<file path="src/sv/urtb_pkg.sv">
// ----------------------------------------------------------------------------
// urtb_pkg
// Shared types and sizes for the UART receive and transmit ring buffers.
// ----------------------------------------------------------------------------
package urtb_pkg;

   localparam int RX_DEPTH = 64;
   localparam int TX_DEPTH = 64;
   localparam int RX_AW    = $clog2(RX_DEPTH);
   localparam int TX_AW    = $clog2(TX_DEPTH);

   typedef enum logic [1:0] {
      REQ_RX_BYTE    = 2'd0,
      REQ_HOST_READ  = 2'd1,
      REQ_HOST_WRITE = 2'd2,
      REQ_TX_READY   = 2'd3
   } req_kind_type;

   typedef struct packed {
      logic [1:0] req_type;
      logic [7:0] data_byte;
      logic       frame_err_in;
      logic       overrun_in;
      logic       parity_err_in;
   } urtb_req_type;

   typedef struct packed {
      logic [7:0] read_byte;
      logic       read_valid;
      logic [7:0] send_byte;
      logic       send_valid;
      logic       rx_overflow;
      logic       frame_flag;
      logic       overrun_flag;
      logic       parity_flag;
      logic       tx_overflow;
      logic       tx_pending;
   } urtb_rsp_type;

endpackage

</file>
<file path="src/sv/uart_rx_tx_ring_buffers.sv">
// ----------------------------------------------------------------------------
// uart_rx_tx_ring_buffers
// Receive and transmit byte ring buffers between a UART and its host.
// ----------------------------------------------------------------------------
// Each accepted item is one event: a byte received from the line, a host
// read, a host write, or a transmitter-ready event. Every item yields exactly
// one result item. The block takes one item per clock cycle while the rsp_
// side keeps up. A result passes stage one, where the byte read from a buffer
// comes out of a synchronous memory with a registered read, and then passes
// an output register on the rsp_ side. Each buffer is a ring in its
// own memory, written at the head slot and read at the tail slot, and keeps
// one slot free, so it holds RX_DEPTH-1 or TX_DEPTH-1 bytes. Head and tail
// pointers are updated as an item is accepted, so the next item already sees
// the new occupancy. A pop that follows the push of the same entry in the
// next cycle reads the memory after that write has landed, so no forwarding
// is needed. A full receive buffer drops the byte and raises rx_overflow; a
// full transmit buffer drops the host byte and raises tx_overflow. Reads of
// an empty buffer return zero with the valid bit low. The memories need no
// clearing: only entries between tail and head are ever read. When rsp_ready
// is held low the two internal stages fill and req_ready drops.
// ----------------------------------------------------------------------------
module uart_rx_tx_ring_buffers (
   input  logic                 clock,
   input  logic                 reset,
   input  logic                 req_valid,
   output logic                 req_ready,
   input  urtb_pkg::urtb_req_type req_data,
   output logic                 rsp_valid,
   input  logic                 rsp_ready,
   output urtb_pkg::urtb_rsp_type rsp_data
);
   import urtb_pkg::*;

   // Buffer memories.
   logic [7:0] rx_store [RX_DEPTH];
   logic [7:0] tx_store [TX_DEPTH];

   // Pointers.
   logic [RX_AW-1:0] rx_head_ff, rx_head_in, rx_tail_ff, rx_tail_in;
   logic [TX_AW-1:0] tx_head_ff, tx_head_in, tx_tail_ff, tx_tail_in;
   logic [RX_AW-1:0] rx_head_nxt, rx_tail_nxt;
   logic [TX_AW-1:0] tx_head_nxt, tx_tail_nxt;

   // Memory read data.
   logic [7:0] rx_rd_ff, tx_rd_ff;

   // Stage one: result without the popped bytes, waiting for read data.
   logic         p1_valid_ff, p1_valid_in;
   urtb_rsp_type p1_rsp_ff, p1_rsp_in;

   // Stage two: output register.
   logic         out_valid_ff, out_valid_in;
   urtb_rsp_type out_rsp_ff, out_rsp_in;

   logic accept, p1_move;
   logic rx_push, rx_pop, tx_push, tx_pop;
   logic rx_full, rx_empty, tx_full, tx_empty;
   req_kind_type kind;

   assign kind = req_kind_type'(req_data.req_type);

   // Stage two frees when its item is taken or it is empty.
   assign p1_move   = p1_valid_ff && (!out_valid_ff || rsp_ready);
   assign req_ready = !p1_valid_ff || p1_move;
   assign accept    = req_valid && req_ready;

   assign rx_head_nxt = (rx_head_ff == RX_AW'(RX_DEPTH - 1)) ? '0 : rx_head_ff + 1'b1;
   assign rx_tail_nxt = (rx_tail_ff == RX_AW'(RX_DEPTH - 1)) ? '0 : rx_tail_ff + 1'b1;
   assign tx_head_nxt = (tx_head_ff == TX_AW'(TX_DEPTH - 1)) ? '0 : tx_head_ff + 1'b1;
   assign tx_tail_nxt = (tx_tail_ff == TX_AW'(TX_DEPTH - 1)) ? '0 : tx_tail_ff + 1'b1;

   assign rx_full  = (rx_head_nxt == rx_tail_ff);
   assign rx_empty = (rx_head_ff == rx_tail_ff);
   assign tx_full  = (tx_head_nxt == tx_tail_ff);
   assign tx_empty = (tx_head_ff == tx_tail_ff);

   always_comb begin
      rx_push = 1'b0;
      rx_pop  = 1'b0;
      tx_push = 1'b0;
      tx_pop  = 1'b0;
      p1_rsp_in = '0;
      unique case (kind)
         REQ_RX_BYTE: begin
            rx_push                = !rx_full;
            p1_rsp_in.rx_overflow  = rx_full;
            p1_rsp_in.frame_flag   = req_data.frame_err_in;
            p1_rsp_in.overrun_flag = req_data.overrun_in;
            p1_rsp_in.parity_flag  = req_data.parity_err_in;
         end
         REQ_HOST_READ: begin
            rx_pop               = !rx_empty;
            p1_rsp_in.read_valid = !rx_empty;
         end
         REQ_HOST_WRITE: begin
            tx_push               = !tx_full;
            p1_rsp_in.tx_overflow = tx_full;
         end
         REQ_TX_READY: begin
            tx_pop               = !tx_empty;
            p1_rsp_in.send_valid = !tx_empty;
         end
         default: begin
         end
      endcase
      rx_head_in = (accept && rx_push) ? rx_head_nxt : rx_head_ff;
      rx_tail_in = (accept && rx_pop)  ? rx_tail_nxt : rx_tail_ff;
      tx_head_in = (accept && tx_push) ? tx_head_nxt : tx_head_ff;
      tx_tail_in = (accept && tx_pop)  ? tx_tail_nxt : tx_tail_ff;
      // Transmit occupancy after this item.
      p1_rsp_in.tx_pending = (tx_head_in != tx_tail_in);
   end

   always_comb begin
      p1_valid_in = accept ? 1'b1 : (p1_move ? 1'b0 : p1_valid_ff);
      if (p1_move) begin
         out_valid_in = 1'b1;
      end else if (rsp_ready) begin
         out_valid_in = 1'b0;
      end else begin
         out_valid_in = out_valid_ff;
      end
      out_rsp_in           = p1_rsp_ff;
      out_rsp_in.read_byte = p1_rsp_ff.read_valid ? rx_rd_ff : 8'd0;
      out_rsp_in.send_byte = p1_rsp_ff.send_valid ? tx_rd_ff : 8'd0;
   end

   // Memories: one write and one registered read each. The read address is
   // the tail before this item's update.
   always_ff @(posedge clock) begin
      if (accept && rx_push) begin
         rx_store[rx_head_ff] <= req_data.data_byte;
      end
      if (accept) begin
         rx_rd_ff <= rx_store[rx_tail_ff];
      end
   end

   always_ff @(posedge clock) begin
      if (accept && tx_push) begin
         tx_store[tx_head_ff] <= req_data.data_byte;
      end
      if (accept) begin
         tx_rd_ff <= tx_store[tx_tail_ff];
      end
   end

   always_ff @(posedge clock) begin
      if (reset) begin
         rx_head_ff   <= '0;
         rx_tail_ff   <= '0;
         tx_head_ff   <= '0;
         tx_tail_ff   <= '0;
         p1_valid_ff  <= 1'b0;
         out_valid_ff <= 1'b0;
      end else begin
         rx_head_ff   <= rx_head_in;
         rx_tail_ff   <= rx_tail_in;
         tx_head_ff   <= tx_head_in;
         tx_tail_ff   <= tx_tail_in;
         p1_valid_ff  <= p1_valid_in;
         out_valid_ff <= out_valid_in;
      end
   end

   always_ff @(posedge clock) begin
      if (accept) begin
         p1_rsp_ff <= p1_rsp_in;
      end
      if (p1_move) begin
         out_rsp_ff <= out_rsp_in;
      end
   end

   assign rsp_valid = out_valid_ff;
   assign rsp_data  = out_rsp_ff;

endmodule

</file>
<file path="config.mk">
export PLATFORM = sky130hd
export DESIGN_NAME = uart_rx_tx_ring_buffers
export DESIGN_NICKNAME = d
export VERILOG_FILES = /design/src/sv/urtb_pkg.sv /design/src/sv/uart_rx_tx_ring_buffers.sv
export SDC_FILE = /design/constraint.sdc
export NUM_CORES = 1
export LEC_CHECK = 0
export ABC_AREA = 1
export BUFFER_PORTS_ARGS = -buffer_cell sky130_fd_sc_hd__buf_2
export CAP_MARGIN = 20
export CORE_MARGIN = 2
export CORE_UTILIZATION = 45
export DETAILED_ROUTE_END_ITERATION = 6
export SLEW_MARGIN = 20
export SYNTH_ARGS = -nofsm -noshare
export SYNTH_HDL_FRONTEND = slang
export SYNTH_SLANG_ARGS = --single-unit
</file>
<file path="constraint.sdc">
create_clock -name clock -period 4.27 [get_ports clock]
set_input_delay 0.6405 -clock clock [delete_from_list [all_inputs] [get_ports clock]]
set_output_delay 0.6405 -clock clock [all_outputs]
set_load 0.02 [all_outputs]
</file>
==> results of run 1 <==
[cells by family after synthesis]
group           Yosys count  synth area share (%)
fa+ha+maj                 4                 0.114
compound gates          858                  11.3
simple gates           1151                  10.8
xor+xnor                 20                 0.400
buf+inv                 301                  2.72
flops                  1098                  74.7
[area by class of cell]
cell class                 count  area [um^2]  area share, %
tap                         1276         1600           3.22
clock buffer                 144         3040           6.13
timing repair buffer         189         1480           2.98
inverter                      72          285          0.574
sequential                  1098        32700           65.9
clock inverter                62          593           1.19
multi-input combinational   2033         9930           20.0
[stage by stage]
stage	hold slack [ns]	worst slack [ns]	total power, W
global placement	0.405	0.703	0.0135
CTS	0.219	0.676	0.0231
detailed placement	0.410	0.710	0.0135
finish	0.248	0.650	0.0229
global route	0.245	0.383	0.0236
floorplan	0.400	1.54	0.0129
[state kept, by name, summed over array words and instances, names as in the netlist]
name         count
p1_valid_ff      1
rsp_valid        1
rx_head_ff       6
tx_tail_ff       6
rx_rd_ff         8
rx_store       512
rx_tail_ff       6
tx_head_ff       6
tx_store       512
rsp_data        24
tx_rd_ff         8
out_rsp_in       8
[layout by cell type (no fill, tap or decap), drive strengths merged, types with 3 or more instances in the layout]
master,count
xnor2,3
a221oi,3
edfxtp,1072
clkinvlp,3
clkbuf,144
o221ai,99
o21ai,527
nand3,145
nor2,697
xor2,17
nand4,41
clkinv,52
nand2,261
o211ai,30
ha,4
o22ai,157
buf,189
nor3,3
bufinv,10
dfxtp,26
a21oi,41
inv,69
[layer usage]
layer / share of wire, % / vias up / global-route usage, % / wire, um
li1: - / 12900 / - / -
met1: 43 / 14100 / 33.1 / 50000
met2: 47 / 1204 / 37.3 / 55200
met3: 7.1 / 208 / 3.02 / 8370
met4: 3.1 / 2 / 7.91 / 3610
met5: 0.014 / - / 0 / 16
[report_power, final]
group,internal (W),leakage (nW),total (W),switching (W)
combinational,0.000320,4.78,0.00129,0.000975
clock,0.00562,1.79,0.00968,0.00406
sequential,0.0119,9.88,0.0120,0.0000704
total,0.0178,16.5,0.0229,0.00511
[how the worst min path moves through the flow]
stage	depth (start not counted)	start	slack (ns)	end
floorplan	0	out_rsp_in[0]$_DFFE_PP_	0.40	rsp_data[0]$_DFFE_PP_
global placement	0	out_rsp_in[0]$_DFFE_PP_	0.41	rsp_data[0]$_DFFE_PP_
detailed placement	0	out_rsp_in[0]$_DFFE_PP_	0.41	rsp_data[0]$_DFFE_PP_
CTS	3	req_data[2]	0.22	out_rsp_in[4]$_SDFFCE_PP0P_
global route	3	req_data[2]	0.25	out_rsp_in[4]$_SDFFCE_PP0P_
finish	3	req_data[2]	0.25	out_rsp_in[4]$_SDFFCE_PP0P_
[worst max-delay path, cell delays in order (launching register included)]
cell and delay [ns]:
dfxtp_1 0.60, ha_1 0.25, nand2_1 0.11, nor2_2 0.21, nand3_1 0.10, nand3_1 0.08
nor2_1 0.05, nand3_1 0.30, nand2_1 0.19, inv_4 0.15, nand4_2 0.48, nor2_1 0.73
==> flow_summary.html, run 1 <==
<table>
<tr><th>Metric</th><th>Value</th></tr>
<tr><th colspan="2">Pwr</th></tr>
<tr><td>Total power per unit cell area</td><td>around 460 nW/um^2</td></tr>
<tr><td>Peak ir drop on the vdd network</td><td>approximately 380 uV</td></tr>
<tr><td>Leakage</td><td>about 16 nW</td></tr>
<tr><th colspan="2">Worst setup path</th></tr>
<tr><td>Worst-case reg-to-reg path depth</td><td>11</td></tr>
<tr><td>Element type at the critical path start</td><td>flop</td></tr>
<tr><td>Category of the most critical setup path</td><td>reg -&gt; reg</td></tr>
<tr><td>Crit-path max FO</td><td>11</td></tr>
<tr><td>Flop2flop setup slack</td><td>0.65 ns</td></tr>
<tr><td>End point of the critical path</td><td>tx_store[26][6]$_DFFE_PP_</td></tr>
<tr><td>Kind of capture point of the worst setup path</td><td>flop</td></tr>
<tr><td>Capturing point of the worst reg2reg path</td><td>tx_store[26][6]$_DFFE_PP_</td></tr>
<tr><td>Startpoint of the most critical setup path</td><td>tx_head_ff[0]$_SDFF_PP0_</td></tr>
<tr><td>Data required time of the critical path</td><td>~4.6 ns</td></tr>
<tr><td>Launching point of the worst reg2reg path</td><td>tx_head_ff[0]$_SDFF_PP0_</td></tr>
<tr><td>Data arrival time of the critical path</td><td>between 3 and 4 ns</td></tr>
<tr><th colspan="2">STA</th></tr>
<tr><td>Tightest Pin Transition</td><td>1.02 ns</td></tr>
<tr><td>Number of endpoints failing setup at the final stage</td><td>0</td></tr>
<tr><td>Fin crit period</td><td>3.62 ns</td></tr>
<tr><td>Relative slew slack</td><td>32.1%</td></tr>
<tr><td>Final period util</td><td>between 80 and 90%</td></tr>
<tr><td>Fin. Hold Viols</td><td>0</td></tr>
<tr><td>Unrepaired setup endpoints after global routing</td><td>false</td></tr>
<tr><td>Highest Clock Rate</td><td>276 MHz</td></tr>
<tr><td>Total negative slack</td><td>0 ns</td></tr>
<tr><td>Max Transition Viols Final</td><td>0</td></tr>
<tr><td>Worst clock skew on the final layout</td><td>0.0283 ns</td></tr>
<tr><th colspan="2">Route</th></tr>
<tr><td>Per-cell routed wire length</td><td>between 20 and 25 um</td></tr>
<tr><td>Detailed-route wire length</td><td>117,000 um</td></tr>
<tr><td>Via density per instance</td><td>5.81</td></tr>
<tr><td>Detailed-route DRC error count</td><td>0</td></tr>
<tr><td>Via count</td><td>28,300</td></tr>
<tr><td>DRC violation total after the first TritonRoute iteration</td><td>3,073</td></tr>
<tr><td>Remaining number of nets flagged by the antenna check after routing</td><td>0</td></tr>
<tr><td>Drt first pass iters</td><td>5</td></tr>
<tr><th colspan="2">Final layout</th></tr>
<tr><td>Post-route cell area</td><td>roughly 50,000 um^2</td></tr>
<tr><td>Final standard cell utilization of the core</td><td>51.4%</td></tr>
<tr><td>Final non-filler cell total</td><td>around 4,900</td></tr>
<tr><td>Proportion of layout cells with a drive suffix above 1</td><td>around 11%</td></tr>
<tr><td>Filler Cells Inserted</td><td>8,282</td></tr>
<tr><td>Number of nets in the layout</td><td>3,525</td></tr>
<tr><td>Layout overhead on the synthesized area</td><td>13.3%</td></tr>
<tr><td>Antenna diode count</td><td>0</td></tr>
<tr><th colspan="2">Synth</th></tr>
<tr><td>Number of storage elements in the synthesis netlist</td><td>about 1,100</td></tr>
<tr><td>Proportion of synthesized chip area in sequential cells</td><td>74.7%</td></tr>
<tr><td>Unique masters post-synth</td><td>35</td></tr>
<tr><td>Avg Cell Area, Syn</td><td>12.8 um^2</td></tr>
<tr><td>Yosys top cell by area</td><td>edfxtp_1</td></tr>
<tr><td>Leading register cell type out of synthesis</td><td>edfxtp_1</td></tr>
<tr><td>Total number of yosys warnings</td><td>0</td></tr>
<tr><td>Area of the mapped netlist</td><td>between 40,000 and 50,000 um^2</td></tr>
<tr><td>EDFF count, synth</td><td>approximately 1,100</td></tr>
<tr><td>Cell types occupying the most area after synthesis</td><td>edfxtp_1 73%, nor2_1 6.0%, o21ai_0 5.9%</td></tr>
<tr><td>Net count after synthesis</td><td>approximately 3,500</td></tr>
<tr><td>Number of instances in the synthesized netlist</td><td>around 3,400</td></tr>
<tr><td>Most frequent cell after synthesis</td><td>edfxtp_1</td></tr>
<tr><td>Most common library cells after synthesis</td><td>1,072 x edfxtp_1, 695 x nor2_1, 519 x o21ai_0</td></tr>
<tr><td>Area share of the largest cell type after synthesis</td><td>about 73%</td></tr>
<tr><td>Async S/R FF share, synth</td><td>0%</td></tr>
<tr><th colspan="2">Clocking</th></tr>
<tr><td>CTS buffer count</td><td>110</td></tr>
<tr><td>CTS tree</td><td>built</td></tr>
<tr><td>Buffer depth of the longest clock path</td><td>3</td></tr>
<tr><td>Post-CTS clock slew at the launch and capture registers of the worst setup and hold paths</td><td>around 0.070 ns</td></tr>
<tr><td>CTS root buf</td><td>clkbuf_16</td></tr>
<tr><td>Post-CTS Resized</td><td>0</td></tr>
<tr><td>Clock sinks</td><td>1,098</td></tr>
<tr><td>Hold buffers post-CTS</td><td>0</td></tr>
<tr><td>Latest clock arrival within the worst-skew pair</td><td>between 0.6 and 0.7 ns</td></tr>
<tr><td>H-Tree Depth</td><td>3</td></tr>
<tr><td># Post-CTS Setup Buffers</td><td>0</td></tr>
<tr><th colspan="2">Global route</th></tr>
<tr><td>Overflow after GRT</td><td>0</td></tr>
<tr><td>Vias in the first global route</td><td>27,300</td></tr>
<tr><td>First-pass GRT wire length</td><td>~170,000 um</td></tr>
<tr><td>Antenna violations before repair</td><td>4</td></tr>
<tr><td>GRT Total Usage</td><td>between 20% and 30%</td></tr>
<tr><td>Pin count of the biggest net entering global routing</td><td>~190</td></tr>
<tr><th colspan="2">Die</th></tr>
<tr><td>Die width</td><td>316 um</td></tr>
<tr><td>IO Count</td><td>43</td></tr>
<tr><td>Die span in y</td><td>~320 um</td></tr>
<tr><td>Initial Util</td><td>between 40% and 50%</td></tr>
<tr><td>Num rows</td><td>114</td></tr>
<tr><td>Core area</td><td>slightly below 100,000 um^2</td></tr>
<tr><td>Floorplan die area</td><td>between 90,000 and 100,000 um^2</td></tr>
<tr><th colspan="2">Flow run</th></tr>
<tr><td>Max-capacitance violation count</td><td>0</td></tr>
<tr><th colspan="2">Placed design</th></tr>
<tr><td>Total instance count after detailed placement</td><td>4,667</td></tr>
<tr><td>Total half-perimeter wirelength after legalization and detailed placement</td><td>roughly 70,000 um</td></tr>
<tr><td>GP Congestion</td><td>approximately 0.93</td></tr>
<tr><td>Number of port buffers</td><td>42</td></tr>
<tr><td>Placed instance area</td><td>between 40,000 and 50,000 um^2</td></tr>
<tr><th colspan="2">Run status</th></tr>
<tr><td>Outcome</td><td>complete, no violations</td></tr>
<tr><th colspan="2">Worst hold path</th></tr>
<tr><td>Type of the most critical hold path</td><td>in -&gt; reg</td></tr>
</table>
Note: power is estimated with default switching activity, not from simulation.
==> run 2: changes to the inputs <==
==> constraint.sdc (replaced) <==
create_clock -name clock -period 3.4 [get_ports clock]
set_input_delay 0.51 -clock clock [delete_from_list [all_inputs] [get_ports clock]]
set_output_delay 0.51 -clock clock [all_outputs]
set_load 0.02 [all_outputs]
==> flow_summary.html, run 2 (synthesized netlist as in run 1, its figures left out) <==
<table>
<tr><th>Metric</th><th>Value</th></tr>
<tr><th colspan="2">Worst setup path</th></tr>
<tr><td>Category of the most critical setup path</td><td>reg -&gt; reg</td></tr>
<tr><td>Element type at the critical path start</td><td>flop</td></tr>
<tr><td>Capturing point of the worst reg2reg path</td><td>rx_store[0][7]$_DFFE_PP_</td></tr>
<tr><td>Flop2flop setup slack</td><td>0.27 ns (-0.38 ns)</td></tr>
<tr><td>Data required time of the critical path</td><td>3.77 ns (-0.81 ns)</td></tr>
<tr><td>Startpoint of the most critical setup path</td><td>rx_head_ff[0]$_SDFFE_PP0P_</td></tr>
<tr><td>Data arrival time of the critical path</td><td>3.50 ns (-0.43 ns)</td></tr>
<tr><td>Kind of capture point of the worst setup path</td><td>flop</td></tr>
<tr><td>Launching point of the worst reg2reg path</td><td>rx_head_ff[0]$_SDFFE_PP0P_</td></tr>
<tr><td>Crit-path max FO</td><td>10 (-1)</td></tr>
<tr><td>Worst-case reg-to-reg path depth</td><td>13 (+2)</td></tr>
<tr><th colspan="2">Worst hold path</th></tr>
<tr><td>HP Start</td><td>req_data[2]</td></tr>
<tr><td>Cell depth of the worst min-delay path</td><td>3 (unchanged)</td></tr>
<tr><td>Hold-critical path endpoint</td><td>out_rsp_in[4]$_SDFFCE_PP0P_</td></tr>
<tr><td>Type of the most critical hold path</td><td>in -&gt; reg</td></tr>
<tr><th colspan="2">STA</th></tr>
<tr><td>Relative slew slack</td><td>32.3% (+0.17 points)</td></tr>
<tr><td>Highest Clock Rate</td><td>319 MHz (+16%)</td></tr>
<tr><td>Worst clock skew on the final layout</td><td>0.0251 ns (-0.00312 ns)</td></tr>
<tr><td>Max Transition Viols Final</td><td>0 (unchanged)</td></tr>
<tr><td>Tightest Pin Transition</td><td>1.01 ns (-0.00479 ns)</td></tr>
<tr><td>Final period util</td><td>92.1% (+7.3 points)</td></tr>
<tr><td>Number of endpoints failing setup at the final stage</td><td>0 (unchanged)</td></tr>
<tr><td>Fin crit period</td><td>3.13 ns (-0.489 ns)</td></tr>
<tr><td>Total negative slack</td><td>0 ns (unchanged)</td></tr>
<tr><td>Unrepaired setup endpoints after global routing</td><td>false</td></tr>
<tr><td>Fin. Hold Viols</td><td>0 (unchanged)</td></tr>
<tr><th colspan="2">Route</th></tr>
<tr><td>Detailed-route wire length</td><td>114,000 um (-3.0%)</td></tr>
<tr><td>DRC violation total after the first TritonRoute iteration</td><td>3,000 (-2.4%)</td></tr>
<tr><td>Remaining number of nets flagged by the antenna check after routing</td><td>0 (unchanged)</td></tr>
<tr><td>Via count</td><td>28,100 (-0.67%)</td></tr>
<tr><td>Per-cell routed wire length</td><td>23.1 um (-4.1%)</td></tr>
<tr><td>Via density per instance</td><td>5.71 (-1.8%)</td></tr>
<tr><td>Detailed-route DRC error count</td><td>0 (unchanged)</td></tr>
<tr><td>Drt first pass iters</td><td>5 (unchanged)</td></tr>
<tr><th colspan="2">Clocking</th></tr>
<tr><td>CTS buffer count</td><td>108 (-1.8%)</td></tr>
<tr><td>Buffer depth of the longest clock path</td><td>3 (unchanged)</td></tr>
<tr><td>Clock sinks</td><td>1,098 (unchanged)</td></tr>
<tr><td>Post-CTS Resized</td><td>0 (unchanged)</td></tr>
<tr><td>Post-CTS clock slew at the launch and capture registers of the worst setup and hold paths</td><td>0.07 ns (about the same)</td></tr>
<tr><td>Hold buffers post-CTS</td><td>0 (unchanged)</td></tr>
<tr><td>CTS root buf</td><td>clkbuf_16</td></tr>
<tr><td>H-Tree Depth</td><td>3 (unchanged)</td></tr>
<tr><td>CTS tree</td><td>built</td></tr>
<tr><td># Post-CTS Setup Buffers</td><td>0 (unchanged)</td></tr>
<tr><td>Latest clock arrival within the worst-skew pair</td><td>0.68 ns (about the same)</td></tr>
<tr><th colspan="2">Placed design</th></tr>
<tr><td>Number of port buffers</td><td>42 (unchanged)</td></tr>
<tr><td>GP Congestion</td><td>0.915 (-1.3%)</td></tr>
<tr><td>Total half-perimeter wirelength after legalization and detailed placement</td><td>68,200 um (-0.82%)</td></tr>
<tr><th colspan="2">Die</th></tr>
<tr><td>Initial Util</td><td>45.4% (unchanged)</td></tr>
<tr><td>Core area</td><td>96,600 um^2 (unchanged)</td></tr>
<tr><td>IO Count</td><td>43 (unchanged)</td></tr>
<tr><td>Floorplan die area</td><td>99,900 um^2 (unchanged)</td></tr>
<tr><td>Num rows</td><td>114 (unchanged)</td></tr>
<tr><td>Die width</td><td>316 um (unchanged)</td></tr>
<tr><td>Die span in y</td><td>316 um (unchanged)</td></tr>
<tr><th colspan="2">Flow run</th></tr>
<tr><td>Max-capacitance violation count</td><td>0 (unchanged)</td></tr>
<tr><th colspan="2">Run status</th></tr>
<tr><td>Outcome</td><td>complete, no violations</td></tr>
<tr><th colspan="2">Global route</th></tr>
<tr><td>First-pass GRT wire length</td><td>171,000 um (-1.7%)</td></tr>
<tr><td>Overflow after GRT</td><td>0 (unchanged)</td></tr>
<tr><td>GRT Total Usage</td><td>22.7% (-0.61 points)</td></tr>
<tr><td>Pin count of the biggest net entering global routing</td><td>120 (-37%)</td></tr>
<tr><td>Antenna violations before repair</td><td>1 (-3)</td></tr>
<tr><td>Vias in the first global route</td><td>27,300 (-0.048%)</td></tr>
<tr><th colspan="2">Final layout</th></tr>
<tr><td>Layout overhead on the synthesized area</td><td>14.3%</td></tr>
<tr><td>Number of nets in the layout</td><td>3,596 (+2.0%)</td></tr>
<tr><td>Antenna diode count</td><td>0 (unchanged)</td></tr>
<tr><td>Filler Cells Inserted</td><td>8,164 (-1.4%)</td></tr>
<tr><td>Proportion of layout cells with a drive suffix above 1</td><td>12.4% (+1.3 points)</td></tr>
<tr><td>Most common library cell in the layout ignoring fill and taps</td><td>edfxtp_1</td></tr>
<tr><td>Commonest non-fill, non-tap cells in the layout</td><td>1,072 x edfxtp_1, 693 x nor2_1, 519 x o21ai_0, 251 x nand2_1, 211 x buf_4</td></tr>
<tr><th colspan="2">Pwr</th></tr>
<tr><td>Total power per unit cell area</td><td>568 nW/um^2 (+23%)</td></tr>
<tr><td>Leakage</td><td>16.8 nW (+1.9%)</td></tr>
<tr><td>Final Power</td><td>0.0285 W (+24%)</td></tr>
<tr><td>Peak ir drop on the vdd network</td><td>451 uV (+20%)</td></tr>
</table>
==> run 2: changes by cell type in the layout (fill, tap and decap cells not counted), sizes merged <==
cell,delta
buf,+73
bufinv,+1
clkinvlp,-2
inv,-5
clkinv,-3
clkbuf,-6
==> run 2: per-layer routing <==
| metal | part of all wire, % | global-route usage, % | vias to the layer above |
|---|---|---|---|
| li1 | - | - | 13000 |
| met1 | 43 | 32.3 | 13900 |
| met2 | 47 | 36.2 | 1019 |
| met3 | 6.1 | 2.95 | 183 |
| met4 | 3.1 | 7.77 | 0 |
| met5 | 0 | 0 | - |
==> run 2: where the power goes <==
| part | switching, W | leakage (nW) | internal (W) | total [W] |
|---|---|---|---|---|
| Sequential | 0.0000633 | 9.88 | 0.0149 | 0.0150 |
| Combinational | 0.00123 | 5.18 | 0.000431 | 0.00166 |
| Clock | 0.00499 | 1.70 | 0.00681 | 0.0118 |
==> run 2: layout make-up <==
cell class	instances	area, um^2	share of cell area, %
clock inverter	53	576	1.15
tap	1276	1600	3.19
inverter	72	285	0.569
timing repair buffer	262	2090	4.18
clock buffer	138	2890	5.76
multi-input combinational	2033	9930	19.8
sequential	1098	32700	65.3
==> run 2: how the worst max path moves through the flow <==
stage                                 to  slack [ns]  depth (start not counted)
2_1_floorplan   tx_store[0][0]$_DFFE_PP_        0.80                          9
3_3_place_gp   tx_store[54][6]$_DFFE_PP_        0.28                         11
3_5_place_dp   tx_store[54][6]$_DFFE_PP_        0.30                         11
4_1_cts        tx_store[54][3]$_DFFE_PP_        0.29                         12
5_1_grt        tx_store[54][0]$_DFFE_PP_        0.03                         12
6_report        rx_store[0][7]$_DFFE_PP_        0.27                         13
==> run 2: metrics by stage <==
step | area, um^2 | hold slack (ns) | worst slack [ns] | utilization, % | std cells
5_1_grt | 50100 | 0.116 | 0.0331 | 51.9 | 4932
4_1_cts | 50100 | 0.0859 | 0.292 | 51.9 | 4932
6_report | 50100 | 0.116 | 0.269 | 51.9 | 4932
2_1_floorplan | 43800 | 0.400 | 0.800 | - | 3432
3_3_place_gp | 46600 | 0.407 | 0.280 | 48.3 | 4741
3_5_place_dp | 46600 | 0.408 | 0.304 | 48.3 | 4741
==> run 2: worst max-delay path: stages (launching register included) <==
cell     delay, ns
dfxtp_1       0.49
ha_1          0.30
nand3_2       0.14
nor2_1        0.15
inv_2         0.06
nand2_1       0.09
xor2_1        0.17
nor3_1        0.09
nand2_2       0.11
nand2_2       0.07
inv_2         0.23
nand2_1       0.49
nor2_1        0.23
buf_4         0.21
